$ cat config.mk
export PLATFORM = sky130hd
export DESIGN_NAME = audio_rate_resampler_core
export DESIGN_NICKNAME = d
export VERILOG_FILES = /design/src/hdl/arr_pkg.sv /design/src/hdl/audio_rate_resampler_core.sv /design/src/hdl/arr_ram.sv /design/src/hdl/arr_cfg.sv /design/src/hdl/arr_front.sv /design/src/hdl/arr_back.sv
export SDC_FILE = /design/constraint.sdc
export NUM_CORES = 2
export LEC_CHECK = 0
export ABC_AREA = 1
export ABC_CLOCK_PERIOD_IN_PS = 16300
export BUFFER_PORTS_ARGS = -buffer_cell sky130_fd_sc_hd__buf_2
export CORE_ASPECT_RATIO = 2
export CORE_MARGIN = 3
export CORE_UTILIZATION = 29
export DETAILED_ROUTE_END_ITERATION = 12
export PLACE_DENSITY = 0.49
export SYNTH_ARGS = -nofsm -noshare
export SYNTH_HDL_FRONTEND = slang
export SYNTH_HIERARCHICAL = 1
export SYNTH_SLANG_ARGS = --single-unit
$ cat constraint.sdc
create_clock -name aclk -period 16.3 [get_ports aclk]
set_input_delay 3.26 -clock aclk [delete_from_list [all_inputs] [get_ports aclk]]
set_output_delay 3.26 -clock aclk [all_outputs]
set_load 0.01 [all_outputs]
$ cat src/hdl/arr_pkg.sv
// shared types, constants and helpers of the audio rate resampler
package arr_pkg;

    // field and state widths
    localparam int SAMPLE_W = 16;
    localparam int RATE_W   = 19;
    localparam int MAXO_W   = 22;
    localparam int CNT_W    = 21;
    localparam int PHASE_W  = 37;
    localparam int STEP_W   = 35;
    localparam int PROD_W   = 41;
    localparam int FRAC_W   = 15;

    // history ring and burst limits
    localparam int HIST_DEPTH  = 64;
    localparam int HIST_AW     = 6;
    localparam int MAX_RESULTS = 64;
    localparam int RES_W       = 7;
    localparam int MAX_PACKET_SAMPLES = 1048576;

    // queue between front and back
    localparam int QUEUE_DEPTH = 4;
    localparam int QPTR_W      = 2;
    localparam int QCNT_W      = 3;

    // configuration port
    localparam int CFG_AW = 2;
    localparam int CFG_DW = 22;

    // step divider
    localparam int DIV_STEPS = 35;
    localparam int DIV_CNT_W = 6;

    // register defaults
    localparam logic [RATE_W-1:0] IN_RATE_DFLT  = 19'd44100;
    localparam logic [RATE_W-1:0] OUT_RATE_DFLT = 19'd128000;
    localparam logic [MAXO_W-1:0] MAX_OUT_DFLT  = 22'd2097152;
    localparam logic [STEP_W-1:0] STEP_RESET    =
        STEP_W'((64'd44100 << 16) / 64'd128000);

    // register indexes
    typedef enum logic [CFG_AW-1:0] {
        REG_IN_RATE     = 2'd0,
        REG_OUT_RATE    = 2'd1,
        REG_MODE        = 2'd2,
        REG_MAX_OUTPUTS = 2'd3
    } cfg_reg_t;

    // interpolation modes
    localparam logic MODE_NEAREST = 1'b0;
    localparam logic MODE_LINEAR  = 1'b1;

    // settled configuration seen by the back end
    typedef struct packed {
        logic [RATE_W-1:0] in_rate;
        logic [RATE_W-1:0] out_rate;
        logic              mode;
        logic [MAXO_W-1:0] max_outputs;
        logic [STEP_W-1:0] step;
        logic              rates_equal;
        logic              busy;
    } cfg_t;

    // one classified input word
    typedef struct packed {
        logic [SAMPLE_W-1:0] sample;
        logic                last;
        logic [CNT_W-1:0]    n;
    } qitem_t;

    // back end sequencer states
    typedef enum logic [3:0] {
        B_IDLE,
        B_WRITE,
        B_MUL,
        B_PK,
        B_CHECK,
        B_RDA,
        B_RDB,
        B_INT,
        B_PASS,
        B_DONE
    } back_state_t;

    // ring address of packet sample idx with newest sample n, clamped to what is held
    function automatic logic [HIST_AW-1:0] hist_addr(input logic [CNT_W:0] idx,
                                                     input logic [CNT_W-1:0] n);
        logic [CNT_W:0] nx;
        logic [CNT_W:0] sel;
        logic [CNT_W:0] gap;
        nx  = {1'b0, n};
        sel = (idx > nx) ? nx : idx;
        gap = nx - sel;
        if (gap >= (CNT_W+1)'(HIST_DEPTH)) begin
            sel = nx - (CNT_W+1)'(HIST_DEPTH - 1);
        end
        return sel[HIST_AW-1:0];
    endfunction

endpackage

$ cat src/hdl/audio_rate_resampler_core.sv
// Top level of the audio rate resampler (nearest or linear, Q16 phase).
// The back end works through one queued input word and all of its output words before
// it pops the next; the front-end queue keeps taking input words meanwhile while it has room.
// The word rate, in both modes, is set by the back-end sequencer and the one ram read port;
// at equal rates by the sequencer alone.
// Rate write: the serial step divide holds input off. Reset (aresetn low, sync): defaults.
module audio_rate_resampler_core (
    input  logic                          aclk,
    input  logic                          aresetn,
    // configuration write port
    input  logic                          cfg_wr_en,
    input  logic [arr_pkg::CFG_AW-1:0]    cfg_addr,
    input  logic [arr_pkg::CFG_DW-1:0]    cfg_wr_data,
    // input stream
    input  logic                          s_tvalid,
    output logic                          s_tready,
    input  logic [arr_pkg::SAMPLE_W-1:0]  s_tdata,   // [15:0] sample
    input  logic                          s_tlast,   // last_sample
    // output stream
    output logic                          m_tvalid,
    input  logic                          m_tready,
    output logic [arr_pkg::SAMPLE_W-1:0]  m_tdata,   // [15:0] out_sample
    output logic                          m_tlast    // out_last
);

    arr_pkg::cfg_t   cfg;
    logic            q_valid;
    arr_pkg::qitem_t q_item;
    logic            q_pop;

    // registers and step divider
    arr_cfg u_cfg (
        .aclk        (aclk),
        .aresetn     (aresetn),
        .cfg_wr_en   (cfg_wr_en),
        .cfg_addr    (cfg_addr),
        .cfg_wr_data (cfg_wr_data),
        .cfg         (cfg)
    );

    // front end and queue
    arr_front u_front (
        .aclk     (aclk),
        .aresetn  (aresetn),
        .cfg_busy (cfg.busy),
        .s_tvalid (s_tvalid),
        .s_tready (s_tready),
        .s_tdata  (s_tdata),
        .s_tlast  (s_tlast),
        .q_valid  (q_valid),
        .q_item   (q_item),
        .q_pop    (q_pop)
    );

    // back end
    arr_back u_back (
        .aclk     (aclk),
        .aresetn  (aresetn),
        .cfg      (cfg),
        .q_valid  (q_valid),
        .q_item   (q_item),
        .q_pop    (q_pop),
        .m_tvalid (m_tvalid),
        .m_tready (m_tready),
        .m_tdata  (m_tdata),
        .m_tlast  (m_tlast)
    );

endmodule

$ cat src/hdl/arr_ram.sv
// generic single write, single read ram with registered read data
module arr_ram #(
    parameter int WIDTH = 16,
    parameter int DEPTH = 64
) (
    input  logic                     aclk,
    input  logic                     wr_en,
    input  logic [$clog2(DEPTH)-1:0] wr_addr,
    input  logic [WIDTH-1:0]         wr_data,
    input  logic [$clog2(DEPTH)-1:0] rd_addr,
    output logic [WIDTH-1:0]         rd_data
);

    logic [WIDTH-1:0] mem_reg [DEPTH];
    logic [WIDTH-1:0] rd_data_reg;

    // write port and registered read port
    always_ff @(posedge aclk) begin
        if (wr_en) begin
            mem_reg[wr_addr] <= wr_data;
        end
        rd_data_reg <= mem_reg[rd_addr];
    end

    assign rd_data = rd_data_reg;

endmodule

$ cat src/hdl/arr_cfg.sv
// configuration registers and the bit-serial phase step divider
module arr_cfg (
    input  logic                        aclk,
    input  logic                        aresetn,
    input  logic                        cfg_wr_en,
    input  logic [arr_pkg::CFG_AW-1:0]  cfg_addr,
    input  logic [arr_pkg::CFG_DW-1:0]  cfg_wr_data,
    output arr_pkg::cfg_t               cfg
);

    logic [arr_pkg::RATE_W-1:0]    in_rate_reg, in_rate_next;
    logic [arr_pkg::RATE_W-1:0]    out_rate_reg, out_rate_next;
    logic                          mode_reg, mode_next;
    logic [arr_pkg::MAXO_W-1:0]    max_reg, max_next;
    logic [arr_pkg::STEP_W-1:0]    step_reg, step_next;
    logic                          busy_reg, busy_next;
    logic [arr_pkg::DIV_CNT_W-1:0] div_cnt_reg, div_cnt_next;
    logic [arr_pkg::STEP_W-1:0]    num_reg, num_next;
    logic [arr_pkg::RATE_W-1:0]    rem_reg, rem_next;
    logic [arr_pkg::STEP_W-1:0]    quo_reg, quo_next;

    logic [arr_pkg::RATE_W-1:0] eff_in;
    logic [arr_pkg::RATE_W-1:0] eff_out;
    logic [arr_pkg::RATE_W:0]   rem_shift;
    logic                       q_bit;

    // zero stands for the default rate
    assign eff_in  = (in_rate_reg  == '0) ? arr_pkg::IN_RATE_DFLT  : in_rate_reg;
    assign eff_out = (out_rate_reg == '0) ? arr_pkg::OUT_RATE_DFLT : out_rate_reg;

    // one restoring divide step
    assign rem_shift = {rem_reg, num_reg[arr_pkg::STEP_W-1]};
    assign q_bit     = (rem_shift >= {1'b0, eff_out});

    // register writes and divider sequencing
    always_comb begin
        in_rate_next  = in_rate_reg;
        out_rate_next = out_rate_reg;
        mode_next     = mode_reg;
        max_next      = max_reg;
        step_next     = step_reg;
        busy_next     = busy_reg;
        div_cnt_next  = div_cnt_reg;
        num_next      = num_reg;
        rem_next      = rem_reg;
        quo_next      = quo_reg;

        if (div_cnt_reg == arr_pkg::DIV_CNT_W'(arr_pkg::DIV_STEPS + 1)) begin
            // load dividend in << 16
            num_next     = {eff_in, 16'd0};
            rem_next     = '0;
            quo_next     = '0;
            div_cnt_next = arr_pkg::DIV_CNT_W'(arr_pkg::DIV_STEPS);
        end else if (div_cnt_reg != '0) begin
            num_next     = {num_reg[arr_pkg::STEP_W-2:0], 1'b0};
            rem_next     = q_bit ? arr_pkg::RATE_W'(rem_shift - {1'b0, eff_out})
                                 : rem_shift[arr_pkg::RATE_W-1:0];
            quo_next     = {quo_reg[arr_pkg::STEP_W-2:0], q_bit};
            div_cnt_next = div_cnt_reg - 1'b1;
            if (div_cnt_reg == arr_pkg::DIV_CNT_W'(1)) begin
                step_next = {quo_reg[arr_pkg::STEP_W-2:0], q_bit};
                busy_next = 1'b0;
            end
        end

        if (cfg_wr_en) begin
            case (arr_pkg::cfg_reg_t'(cfg_addr))
                arr_pkg::REG_IN_RATE: begin
                    in_rate_next = cfg_wr_data[arr_pkg::RATE_W-1:0];
                    busy_next    = 1'b1;
                    div_cnt_next = arr_pkg::DIV_CNT_W'(arr_pkg::DIV_STEPS + 1);
                end
                arr_pkg::REG_OUT_RATE: begin
                    out_rate_next = cfg_wr_data[arr_pkg::RATE_W-1:0];
                    busy_next     = 1'b1;
                    div_cnt_next  = arr_pkg::DIV_CNT_W'(arr_pkg::DIV_STEPS + 1);
                end
                arr_pkg::REG_MODE: begin
                    mode_next = cfg_wr_data[0];
                end
                arr_pkg::REG_MAX_OUTPUTS: begin
                    max_next = cfg_wr_data[arr_pkg::MAXO_W-1:0];
                end
                default: begin
                    mode_next = mode_reg;
                end
            endcase
        end
    end

    // state registers
    always_ff @(posedge aclk) begin
        if (!aresetn) begin
            in_rate_reg  <= arr_pkg::IN_RATE_DFLT;
            out_rate_reg <= arr_pkg::OUT_RATE_DFLT;
            mode_reg     <= arr_pkg::MODE_NEAREST;
            max_reg      <= arr_pkg::MAX_OUT_DFLT;
            step_reg     <= arr_pkg::STEP_RESET;
            busy_reg     <= 1'b0;
            div_cnt_reg  <= '0;
        end else begin
            in_rate_reg  <= in_rate_next;
            out_rate_reg <= out_rate_next;
            mode_reg     <= mode_next;
            max_reg      <= max_next;
            step_reg     <= step_next;
            busy_reg     <= busy_next;
            div_cnt_reg  <= div_cnt_next;
        end
        num_reg <= num_next;
        rem_reg <= rem_next;
        quo_reg <= quo_next;
    end

    assign cfg.in_rate     = eff_in;
    assign cfg.out_rate    = eff_out;
    assign cfg.mode        = mode_reg;
    assign cfg.max_outputs = max_reg;
    assign cfg.step        = step_reg;
    assign cfg.rates_equal = (eff_in == eff_out);
    assign cfg.busy        = busy_reg;

endmodule

$ cat src/hdl/arr_front.sv
// input side: packet sample count, end-of-packet marking and the work queue
module arr_front (
    input  logic                          aclk,
    input  logic                          aresetn,
    input  logic                          cfg_busy,
    input  logic                          s_tvalid,
    output logic                          s_tready,
    input  logic [arr_pkg::SAMPLE_W-1:0]  s_tdata,
    input  logic                          s_tlast,
    output logic                          q_valid,
    output arr_pkg::qitem_t               q_item,
    input  logic                          q_pop
);

    logic [arr_pkg::CNT_W-1:0]  in_count_reg, in_count_next;
    arr_pkg::qitem_t            q_mem_reg [arr_pkg::QUEUE_DEPTH];
    logic [arr_pkg::QPTR_W-1:0] wr_ptr_reg, wr_ptr_next;
    logic [arr_pkg::QPTR_W-1:0] rd_ptr_reg, rd_ptr_next;
    logic [arr_pkg::QCNT_W-1:0] count_reg, count_next;

    logic                       push;
    logic [arr_pkg::CNT_W:0]    c;
    logic                       last_f;
    arr_pkg::qitem_t            item;

    assign s_tready = (count_reg < arr_pkg::QCNT_W'(arr_pkg::QUEUE_DEPTH)) && !cfg_busy;
    assign push     = s_tvalid && s_tready;

    // classify the word: its index and whether it closes the packet
    assign c      = {1'b0, in_count_reg} + 1'b1;
    assign last_f = s_tlast || (32'(c) >= 32'(arr_pkg::MAX_PACKET_SAMPLES));

    always_comb begin
        item.sample = s_tdata;
        item.last   = last_f;
        item.n      = in_count_reg;
    end

    // pointers and counts
    always_comb begin
        in_count_next = in_count_reg;
        wr_ptr_next   = wr_ptr_reg;
        rd_ptr_next   = rd_ptr_reg;
        count_next    = count_reg;
        if (push) begin
            in_count_next = last_f ? '0 : c[arr_pkg::CNT_W-1:0];
            wr_ptr_next   = wr_ptr_reg + 1'b1;
        end
        if (q_pop) begin
            rd_ptr_next = rd_ptr_reg + 1'b1;
        end
        case ({push, q_pop})
            2'b10:   count_next = count_reg + 1'b1;
            2'b01:   count_next = count_reg - 1'b1;
            default: count_next = count_reg;
        endcase
    end

    always_ff @(posedge aclk) begin
        if (!aresetn) begin
            in_count_reg <= '0;
            wr_ptr_reg   <= '0;
            rd_ptr_reg   <= '0;
            count_reg    <= '0;
        end else begin
            in_count_reg <= in_count_next;
            wr_ptr_reg   <= wr_ptr_next;
            rd_ptr_reg   <= rd_ptr_next;
            count_reg    <= count_next;
        end
        if (push) begin
            q_mem_reg[wr_ptr_reg] <= item;
        end
    end

    assign q_valid = (count_reg != '0);
    assign q_item  = q_mem_reg[rd_ptr_reg];

endmodule

$ cat src/hdl/arr_back.sv
// output side: per-word sequencer; words from the history ring, or the input word at equal rates
module arr_back (
    input  logic                          aclk,
    input  logic                          aresetn,
    input  arr_pkg::cfg_t                 cfg,
    input  logic                          q_valid,
    input  arr_pkg::qitem_t               q_item,
    output logic                          q_pop,
    output logic                          m_tvalid,
    input  logic                          m_tready,
    output logic [arr_pkg::SAMPLE_W-1:0]  m_tdata,
    output logic                          m_tlast
);

    arr_pkg::back_state_t state_reg, state_next;

    logic [arr_pkg::SAMPLE_W-1:0] smp_reg, smp_next;
    logic                         last_reg, last_next;
    logic [arr_pkg::CNT_W-1:0]    n_reg, n_next;
    logic                         lin_reg, lin_next;
    logic [arr_pkg::PHASE_W-1:0]  phase_reg, phase_next;
    logic [arr_pkg::MAXO_W-1:0]   oc_reg, oc_next;
    logic [arr_pkg::RES_W-1:0]    cnt_reg, cnt_next;
    logic [arr_pkg::PROD_W-1:0]   mul_reg, mul_next;
    logic [arr_pkg::PROD_W-1:0]   co_reg, co_next;
    logic [arr_pkg::PROD_W-1:0]   pk_reg, pk_next;
    logic signed [arr_pkg::SAMPLE_W-1:0] a_reg, a_next;
    logic signed [32:0]           ip_reg, ip_next;
    logic                         mv_reg, mv_next;
    logic [arr_pkg::SAMPLE_W-1:0] md_reg, md_next;
    logic                         ml_reg, ml_next;

    logic [arr_pkg::MAXO_W-1:0]   mul_a;
    logic [arr_pkg::RATE_W-1:0]   mul_b;
    logic [arr_pkg::CNT_W:0]      c;
    logic [arr_pkg::CNT_W:0]      idx_x;
    logic [arr_pkg::CNT_W:0]      idx1;
    logic [arr_pkg::MAXO_W:0]     oc1;
    logic [arr_pkg::MAXO_W:0]     max_x;
    logic [arr_pkg::PROD_W:0]     pk_i;
    logic                         slot_free;
    logic                         may_emit;
    logic                         more;
    logic signed [16:0]           diff;
    logic signed [33:0]           y_full;

    logic                         ram_wr_en;
    logic [arr_pkg::HIST_AW-1:0]  ram_rd_addr;
    logic [arr_pkg::SAMPLE_W-1:0] ram_rd_data;

    // packet sample history
    arr_ram #(
        .WIDTH (arr_pkg::SAMPLE_W),
        .DEPTH (arr_pkg::HIST_DEPTH)
    ) u_hist (
        .aclk    (aclk),
        .wr_en   (ram_wr_en),
        .wr_addr (n_reg[arr_pkg::HIST_AW-1:0]),
        .wr_data (smp_reg),
        .rd_addr (ram_rd_addr),
        .rd_data (ram_rd_data)
    );

    // per-output derived values
    assign c         = {1'b0, n_reg} + 1'b1;
    assign idx_x     = {1'b0, phase_reg[arr_pkg::PHASE_W-1:16]};
    assign idx1      = idx_x + 1'b1;
    assign oc1       = {1'b0, oc_reg} + 1'b1;
    assign max_x     = {1'b0, cfg.max_outputs};
    assign pk_i      = {1'b0, pk_reg} + (arr_pkg::PROD_W+1)'(cfg.in_rate);
    assign slot_free = !mv_reg || m_tready;
    assign more      = (pk_i < {1'b0, co_reg}) && (oc1 < max_x);

    // output count within the per-word burst limit, the known length and the cap, samples present
    assign may_emit = (cnt_reg < arr_pkg::RES_W'(arr_pkg::MAX_RESULTS))
                   && (oc_reg < cfg.max_outputs)
                   && (pk_reg < co_reg)
                   && (last_reg || (idx_x < {1'b0, n_reg}));

    // interpolation arithmetic
    assign diff   = $signed({ram_rd_data[arr_pkg::SAMPLE_W-1], ram_rd_data})
                  - $signed({a_reg[arr_pkg::SAMPLE_W-1], a_reg});
    assign y_full = 34'(a_reg) + 34'(ip_reg >>> arr_pkg::FRAC_W);

    // shared rate multiplier
    assign mul_next = arr_pkg::PROD_W'(mul_a) * arr_pkg::PROD_W'(mul_b);

    // sequencer
    always_comb begin
        state_next  = state_reg;
        smp_next    = smp_reg;
        last_next   = last_reg;
        n_next      = n_reg;
        lin_next    = lin_reg;
        phase_next  = phase_reg;
        oc_next     = oc_reg;
        cnt_next    = cnt_reg;
        co_next     = co_reg;
        pk_next     = pk_reg;
        a_next      = a_reg;
        ip_next     = ip_reg;
        mv_next     = mv_reg && !m_tready;
        md_next     = md_reg;
        ml_next     = ml_reg;
        mul_a       = '0;
        mul_b       = '0;
        q_pop       = 1'b0;
        ram_wr_en   = 1'b0;
        ram_rd_addr = arr_pkg::hist_addr(idx_x, n_reg);

        case (state_reg)
            arr_pkg::B_IDLE: begin
                if (q_valid) begin
                    q_pop      = 1'b1;
                    smp_next   = q_item.sample;
                    last_next  = q_item.last;
                    n_next     = q_item.n;
                    cnt_next   = '0;
                    state_next = arr_pkg::B_WRITE;
                end
            end
            arr_pkg::B_WRITE: begin
                // store sample, start received*out product
                ram_wr_en = 1'b1;
                mul_a     = c;
                mul_b     = cfg.out_rate;
                state_next = cfg.rates_equal ? arr_pkg::B_PASS : arr_pkg::B_MUL;
            end
            arr_pkg::B_MUL: begin
                co_next    = mul_reg;
                mul_a      = oc_reg;
                mul_b      = cfg.in_rate;
                state_next = arr_pkg::B_PK;
            end
            arr_pkg::B_PK: begin
                pk_next    = mul_reg;
                state_next = arr_pkg::B_CHECK;
            end
            arr_pkg::B_CHECK: begin
                // read address of the lower sample goes out here
                lin_next   = (cfg.mode == arr_pkg::MODE_LINEAR) && (idx1 < c);
                state_next = may_emit ? arr_pkg::B_RDA : arr_pkg::B_DONE;
            end
            arr_pkg::B_RDA: begin
                a_next      = ram_rd_data;
                ram_rd_addr = arr_pkg::hist_addr(idx1, n_reg);
                if (lin_reg) begin
                    state_next = arr_pkg::B_RDB;
                end else begin
                    ip_next    = '0;
                    state_next = arr_pkg::B_INT;
                end
            end
            arr_pkg::B_RDB: begin
                ip_next    = diff * $signed({1'b0, phase_reg[15:1]});
                state_next = arr_pkg::B_INT;
            end
            arr_pkg::B_INT: begin
                if (slot_free) begin
                    mv_next    = 1'b1;
                    md_next    = y_full[arr_pkg::SAMPLE_W-1:0];
                    ml_next    = (oc1 == max_x) || (last_reg && !more);
                    phase_next = phase_reg + arr_pkg::PHASE_W'(cfg.step);
                    oc_next    = oc1[arr_pkg::MAXO_W-1:0];
                    pk_next    = pk_i[arr_pkg::PROD_W-1:0];
                    cnt_next   = cnt_reg + 1'b1;
                    state_next = arr_pkg::B_CHECK;
                end
            end
            arr_pkg::B_PASS: begin
                // equal rates: sample goes straight out
                if (oc_reg >= cfg.max_outputs) begin
                    state_next = arr_pkg::B_DONE;
                end else if (slot_free) begin
                    mv_next    = 1'b1;
                    md_next    = smp_reg;
                    ml_next    = last_reg || (oc1 == max_x);
                    oc_next    = oc1[arr_pkg::MAXO_W-1:0];
                    state_next = arr_pkg::B_DONE;
                end
            end
            arr_pkg::B_DONE: begin
                if (last_reg) begin
                    phase_next = '0;
                    oc_next    = '0;
                end
                state_next = arr_pkg::B_IDLE;
            end
            default: begin
                state_next = arr_pkg::B_IDLE;
            end
        endcase
    end

    // state register
    always_ff @(posedge aclk) begin
        if (!aresetn) begin
            state_reg <= arr_pkg::B_IDLE;
        end else begin
            state_reg <= state_next;
        end
    end

    // control and datapath registers
    always_ff @(posedge aclk) begin
        if (!aresetn) begin
            phase_reg <= '0;
            oc_reg    <= '0;
            cnt_reg   <= '0;
            mv_reg    <= 1'b0;
        end else begin
            phase_reg <= phase_next;
            oc_reg    <= oc_next;
            cnt_reg   <= cnt_next;
            mv_reg    <= mv_next;
        end
        smp_reg  <= smp_next;
        last_reg <= last_next;
        n_reg    <= n_next;
        lin_reg  <= lin_next;
        mul_reg  <= mul_next;
        co_reg   <= co_next;
        pk_reg   <= pk_next;
        a_reg    <= a_next;
        ip_reg   <= ip_next;
        md_reg   <= md_next;
        ml_reg   <= ml_next;
    end

    assign m_tvalid = mv_reg;
    assign m_tdata  = md_reg;
    assign m_tlast  = ml_reg;

endmodule
== Word level (Yosys, flattened, before mapping) ==
Memories as Yosys holds them, arrays and structs flattened. A register that Yosys moved wholly into a read port is not among the register bits.
Index checks and enable logic that the tools add are counted.
Widths: inputs -> output; s select.
Storage, ports and cells
  register bits: 462
  bits in writable memories: 1176
  logic and storage cells: 199
  memories kept: 2
Cells by class
  add/sub/neg operators: 18
  multipliers: 2
  order comparisons: 15
  eq/ne operators: 25
  muxes and demuxes: 63
  bitwise gates (word level): 1
  reductions and logical operators: 46
Memory list
  u_back.u_hist.mem_reg: depth 64, bits a word 16, read ports 1, clocked after memory_dff 1, write ports 1, RTL line arr_ram.sv:14  | logic [WIDTH-1:0] mem_reg [DEPTH];
  u_front.q_mem_reg: depth 4, bits a word 38, read ports 1, clocked after memory_dff 1, write ports 1, RTL line arr_front.sv:16  | arr_pkg::qitem_t q_mem_reg [arr_pkg::QUEUE_DEPTH];
Operators with widths (number)
  $mux 22: 4
  $pmux 41 s2: 1
  $mux 37: 2
  $pmux 37 s2: 1
  $mux 35: 2
  $add 21x1->22 const B: 3
  $pmux 22 s3: 1
  $pmux 31 s2: 1
  $mux 19: 3
  $mux 16: 3
  $ge 22x7->1 const B: 2
  $lt 22x22->1: 2
  $pmux 22 s2: 1
  $add 41x19->42: 1
  $lt 42x41->1: 1
  $mux 21: 2
  $mux 6: 7
  $lt 41x41->1: 1
  $mul 22x19->41: 1
  $mux 41: 1
  $logic_not 19->1: 2
  $pmux 19 s2: 1
  $add 37x35->37: 1
  $pmux 4 s9: 1
  56 further kinds: 125

== Logic depth before layout (Yosys ltp) ==
  depth after elaboration: 10
  gate-level depth with buffers: 54
  mapped depth without buffers: 50

== Cells and area by module ==
Netlist, hierarchy kept.
By module, submodules not included
  arr_back: instances 1, cells an instance 6454, area each 47714.5 um2, sequential area each 7347.0 um2
  arr_ram: instances 1, cells an instance 3517, area each 42099.1 um2, sequential area each 31069.8 um2
  arr_cfg: instances 1, cells an instance 1183, area each 8408.1 um2, sequential area each 3693.5 um2
  arr_front: instances 1, cells an instance 567, area each 7098.1 um2, sequential area each 5165.0 um2

== Worst setup path before layout ==
Ideal clock, no wire load.
  kind: register to register
  from: reg u_back.state_reg[1]
  to: reg u_back/mul_reg[32] (netlist bit)
  library setup time: 0.117 ns
  arrival: 7.376 ns
  required time: 16.183 ns
  slack: 8.807 ns
  cell stages (with the launch flop): 31
  period minus slack after synthesis: 7.493 ns
  path through: dfxtp_1 -> inv_1 -> nor2_1 -> nand2_1 -> inv_1 -> clkbuf_1 -> nand2_1 -> nand2_1 -> clkbuf_1 -> nand2_1 -> fa_1 -> inv_1 -> fa_1 -> fa_1 -> fa_1 -> fa_1 -> inv_1 -> fa_1 -> inv_1 -> ha_1 -> nand2_1 -> nor2_1 -> nand2_1 -> o21ai_0 -> a21oi_1 -> o21ai_0 -> nand2_1 -> inv_1 -> nor2_1 -> nand2_1 -> nand2_1
Between the ends
  word-level cells in the longest chain between the ends: 3
Ends and longest elaborated chain
  start: declaration: RTL line arr_back.sv:15  | arr_pkg::back_state_t state_reg, state_next;
  start signal: assignment: RTL line arr_back.sv:198  | state_reg <= arr_pkg::B_IDLE;
  start signal: assignment: RTL line arr_back.sv:200  | state_reg <= state_next;
  $eq 4x2->1 / $eq 4x1->1 (equally long branches): RTL line arr_back.sv:111  | case (state_reg)
  $pmux 22 s2 / $pmux 19 s2 (equally long branches): RTL line arr_back.sv:111
  $mul 22x19->41 (*): RTL line arr_back.sv:86  | assign mul_next = arr_pkg::PROD_W'(mul_a) * arr_pkg::PROD_W'(mul_b);
  via u_back.mul_next (one bit): RTL line arr_back.sv:24  | logic [arr_pkg::PROD_W-1:0] mul_reg, mul_next;
  end signal: assignment: RTL line arr_back.sv:221  | mul_reg <= mul_next;
  end: declaration: RTL line arr_back.sv:24
The timed path passes the listed nets; every way through them passes the cells marked *.
A chain may end at the register's enable or synchronous reset.

== Worst setup path in the final report ==
  from: reg u_back/phase_reg[16] (netlist bit)
  to: reg u_back.u_hist.rd_data_reg[8], in the netlist u_back/u_hist/rd_data[8], read port of u_back.u_hist.mem_reg
Between the ends
  word-level cells in the longest chain between the ends: 7
Ends and longest elaborated chain
  start: declaration: RTL line arr_back.sv:21  | logic [arr_pkg::PHASE_W-1:0] phase_reg, phase_next;
  start signal: assignment: RTL line arr_back.sv:212  | phase_reg <= phase_next;
  $add 21x1->22: RTL line arr_back.sv:67  | assign idx1 = idx_x + 1'b1;
  $gt 22x21->1: RTL line arr_pkg.sv:92  | sel = (idx > nx) ? nx : idx;
  $mux 22: RTL line arr_pkg.sv:92
  $sub 21x22->22: RTL line arr_pkg.sv:93  | gap = nx - sel;
  $ge 22x7->1: RTL line arr_pkg.sv:94  | if (gap >= (CNT_W+1)'(HIST_DEPTH)) begin
  $mux 6: RTL line arr_pkg.sv:94
  $mux 6 (*): RTL line arr_back.sv:111
  via u_back.ram_rd_addr (one bit): RTL line arr_back.sv:48  | logic [arr_pkg::HIST_AW-1:0] ram_rd_addr;
  end: declaration: RTL line arr_ram.sv:15  | logic [WIDTH-1:0] rd_data_reg;
Marked as above.

==> impl_results.md <==
* Status: finished, final reports clean
* Peak fanout along the critical path at 93
* Slew at the pin closest to its max-slew limit at 1.16 ns
* FFs w/ async S/R, synth at 0
* RSZ-0062 raised after global routing: false
* Post-CTS Resized at 0
* Most instantiated cells after synthesis: nand2_1, inv_1, edfxtp_1
* MaxCap Viol Count at 0
* TritonCTS clock tree: done
* Cell mode on critical path: nand2_1
* Die Ht at 858 um
* Sequential share of the synthesized area at 0.449
* EDFF count, synth at 1365
* Nets@finish at 12906
* Initial antenna violation count at 18
* Root Buffer: clkbuf_16
* FF+latch count, synth at 1679
* Post-CTS setup buffer count at 0
* Total GRT Usage at 0.200
* Vias in the first global route at 83676
* Clock H-tree levels at 4
* Simple-gate portion of the synthesized area at 0.222
* Syn Nets at 12906
* Clk_skew at 0.0855 ns
* Num CTS Buffers at 172
* Area leader, netlist: edfxtp_1
* Io pins at 65
* DR pass1 iterations at 5
* Layout cells sized above 1 at 0.0623
* Critical path class: register to register
* Compound-Gate Fraction of Synth Area at 0.0596
* Setup TNS at 0 ns
* Clock Tree Buf Depth at 4
* Netlist cell types at 63
* Hold buffers post-CTS at 0
* Clock-pin slew on the worst setup and hold paths at 0.07 ns
* Crit-path max cell delay at 0.84 ns
* Die Width at 432 um
* Max FFs per register at 1024
* Global-route wire length before repair at 549000 um
* Synth Flop Type: edfxtp_1
* Row count at 312
* Mux cell area share after synthesis at 0
* Post-Synth Adder-Cell Area at 0.177
* Setup-failing EPs final at 0
* Largest family of logic cells by synthesized area: simple AND/OR/NAND/NOR gates
* Via-per-instance ratio at 4.86
* Slew Limit Fails at 0
* GP Congestion at 0.946
* Max transition margin at 0.219
* Slowest-stage cell, CP: buf_4
* Clock sink count at 1679
* Aggregate global routing overflow at 0
* WL final at 377000 um
* Largest net degree at the start of global routing at 176
* Synth Area per Inst at 8.99 um2
* Final-report hold violation count at 0
* Worst EP required at 17.02 ns
* Synthesized cell area at 105000 um2
* Critical Path AT at 10.93 ns
* Post-Synthesis Cells at 11721
* Starting Density at 0.292
* Core region area at 361000 um2
* FMAX at 97.9 MHz
* XOR/XNOR Fraction of Synth Area at 0.0141
* Max VDD drop at 0.248 mV
* Dpl hpwl at 279000 um
* Die ar. at 371000 um2
* P per Cell Area at 164 nW/um2
* Routed Antenna Nets at 0
* DR vias at 80510
* Port bufs at 64
* P&R area growth vs syn at 10.9%
* Ys Warns at 6
* Wire per inst at 22.7 um
* Lkg Pwr at 49.2 nW
* Clk_lat worst skew at 0.89 ns
* Final Cycle Share at 0.627
* Crit. End Element: register
* Crit start category: register
* Residual DRC count at 0
* Hold WC Path Type: register to register
* Fin util at 0.323
* Most common cell in the netlist: nand2_1
* Min Tclk post-route at 10.21 ns
* Top cell type's share of synthesized area at 0.389
* Largest cells by area after synthesis: edfxtp_1, fa_1, nand2_1
* Number of DRC markers in iteration 0 at 4595
## metrics by stage
step           total power [mW]  hold WS, ns  instance area [um2]  cells  setup slack (ns)
3_5_place_dp               15.2        0.415               111000  16257              6.06
4_1_cts                    19.4        0.428               117000  16563              6.10
6_report                   19.1        0.425               117000  16575              6.09
2_1_floorplan              11.5        0.408               105000  11721              8.81
3_3_place_gp               15.2        0.410               111000  16257              6.02
5_1_grt                    20.2        0.433               117000  16565              5.09
## routing by layer
layer  GRT usage  part of all wire  vias to the layer above
met5           0          0.000090                        -
met4       0.142             0.084                        6
met3      0.0208             0.033                      981
met2       0.397              0.56                     1897
met1       0.186              0.32                    39363
li1            -                 -                    38263
## critical path: cells and delay by family, from the launching register on
kind | cells | cell delay [ns]
AND/OR/NAND/NOR | 32 | 5.87
buffers and inverters | 5 | 2.60
adder cells (fa/ha/maj) | 2 | 0.76
flip-flops | 1 | 0.52
AO/OA/AOI/OAI | 1 | 0.09
## path summary, 6_finish.rpt
kind,start,endpoint,slack [ns],cells past startpoint
hold reg to reg,u_back/mul_reg[36]$_DFF_P_,u_back/co_reg[36]$_DFFE_PN_,0.42,0
setup / recovery,u_back/phase_reg[16]$_SDFFE_PN0P_,u_back/u_hist/rd_data[8]$_DFF_P_,6.09,40
setup reg to reg,u_back/phase_reg[16]$_SDFFE_PN0P_,u_back/u_hist/rd_data[8]$_DFF_P_,6.09,40
hold / removal,u_back/mul_reg[36]$_DFF_P_,u_back/co_reg[36]$_DFFE_PN_,0.42,0
## layout by cell type (no fill, tap or decap), types with 14 or more instances in the layout
cell type  instances
a211oi_1          28
a21o_1            21
a21oi_1          498
a31oi_1           20
buf_2             63
buf_4            208
bufinv_16         20
clkbuf_1          22
clkbuf_16        175
clkbuf_8          16
clkinv_1          32
clkinv_2          32
dfxtp_1          313
edfxtp_1        1365
fa_1             591
ha_1             548
inv_1           1505
inv_2             28
nand2_1         3065
nand2_2           29
nand3_1         1160
nand3b_1          19
nand4_1           90
nor2_1          1001
nor2_2            32
nor3_1            78
nor4_1            22
o211ai_1          28
o21a_1            17
o21ai_0          414
o21bai_1          14
o22ai_1           48
o22ai_2           14
or2_2             31
xnor2_1           45
xor2_1           124
## cells by family (layout without fill, tap and decap cells)
logic type	after synthesis	count (layout)
compound gates	1144	1144
simple gates	5587	5587
xor+xnor	169	169
fa+ha+maj	1139	1139
buf+inv	2003	2135
flops	1679	1679
other cells	0	12
## where the power goes
group / switching (mW) / internal [mW]
Sequential: 0.299 / 5.49
Clock: 1.77 / 2.37
Combinational: 6.88 / 2.30
## final cells by class
type / count / area [um2]
Sequential cell: 1679 / 47300
Clock buffer: 214 / 4690
Fill cell: 37626 / 244000
Multi-Input combinational cell: 8039 / 50000
Antenna cell: 12 / 30.0
Clock inverter: 92 / 1070
Inverter: 1554 / 5860
Timing Repair Buffer: 275 / 1960
Tap cell: 4710 / 5890
No activity file was read; power rests on OpenSTA's default activity.
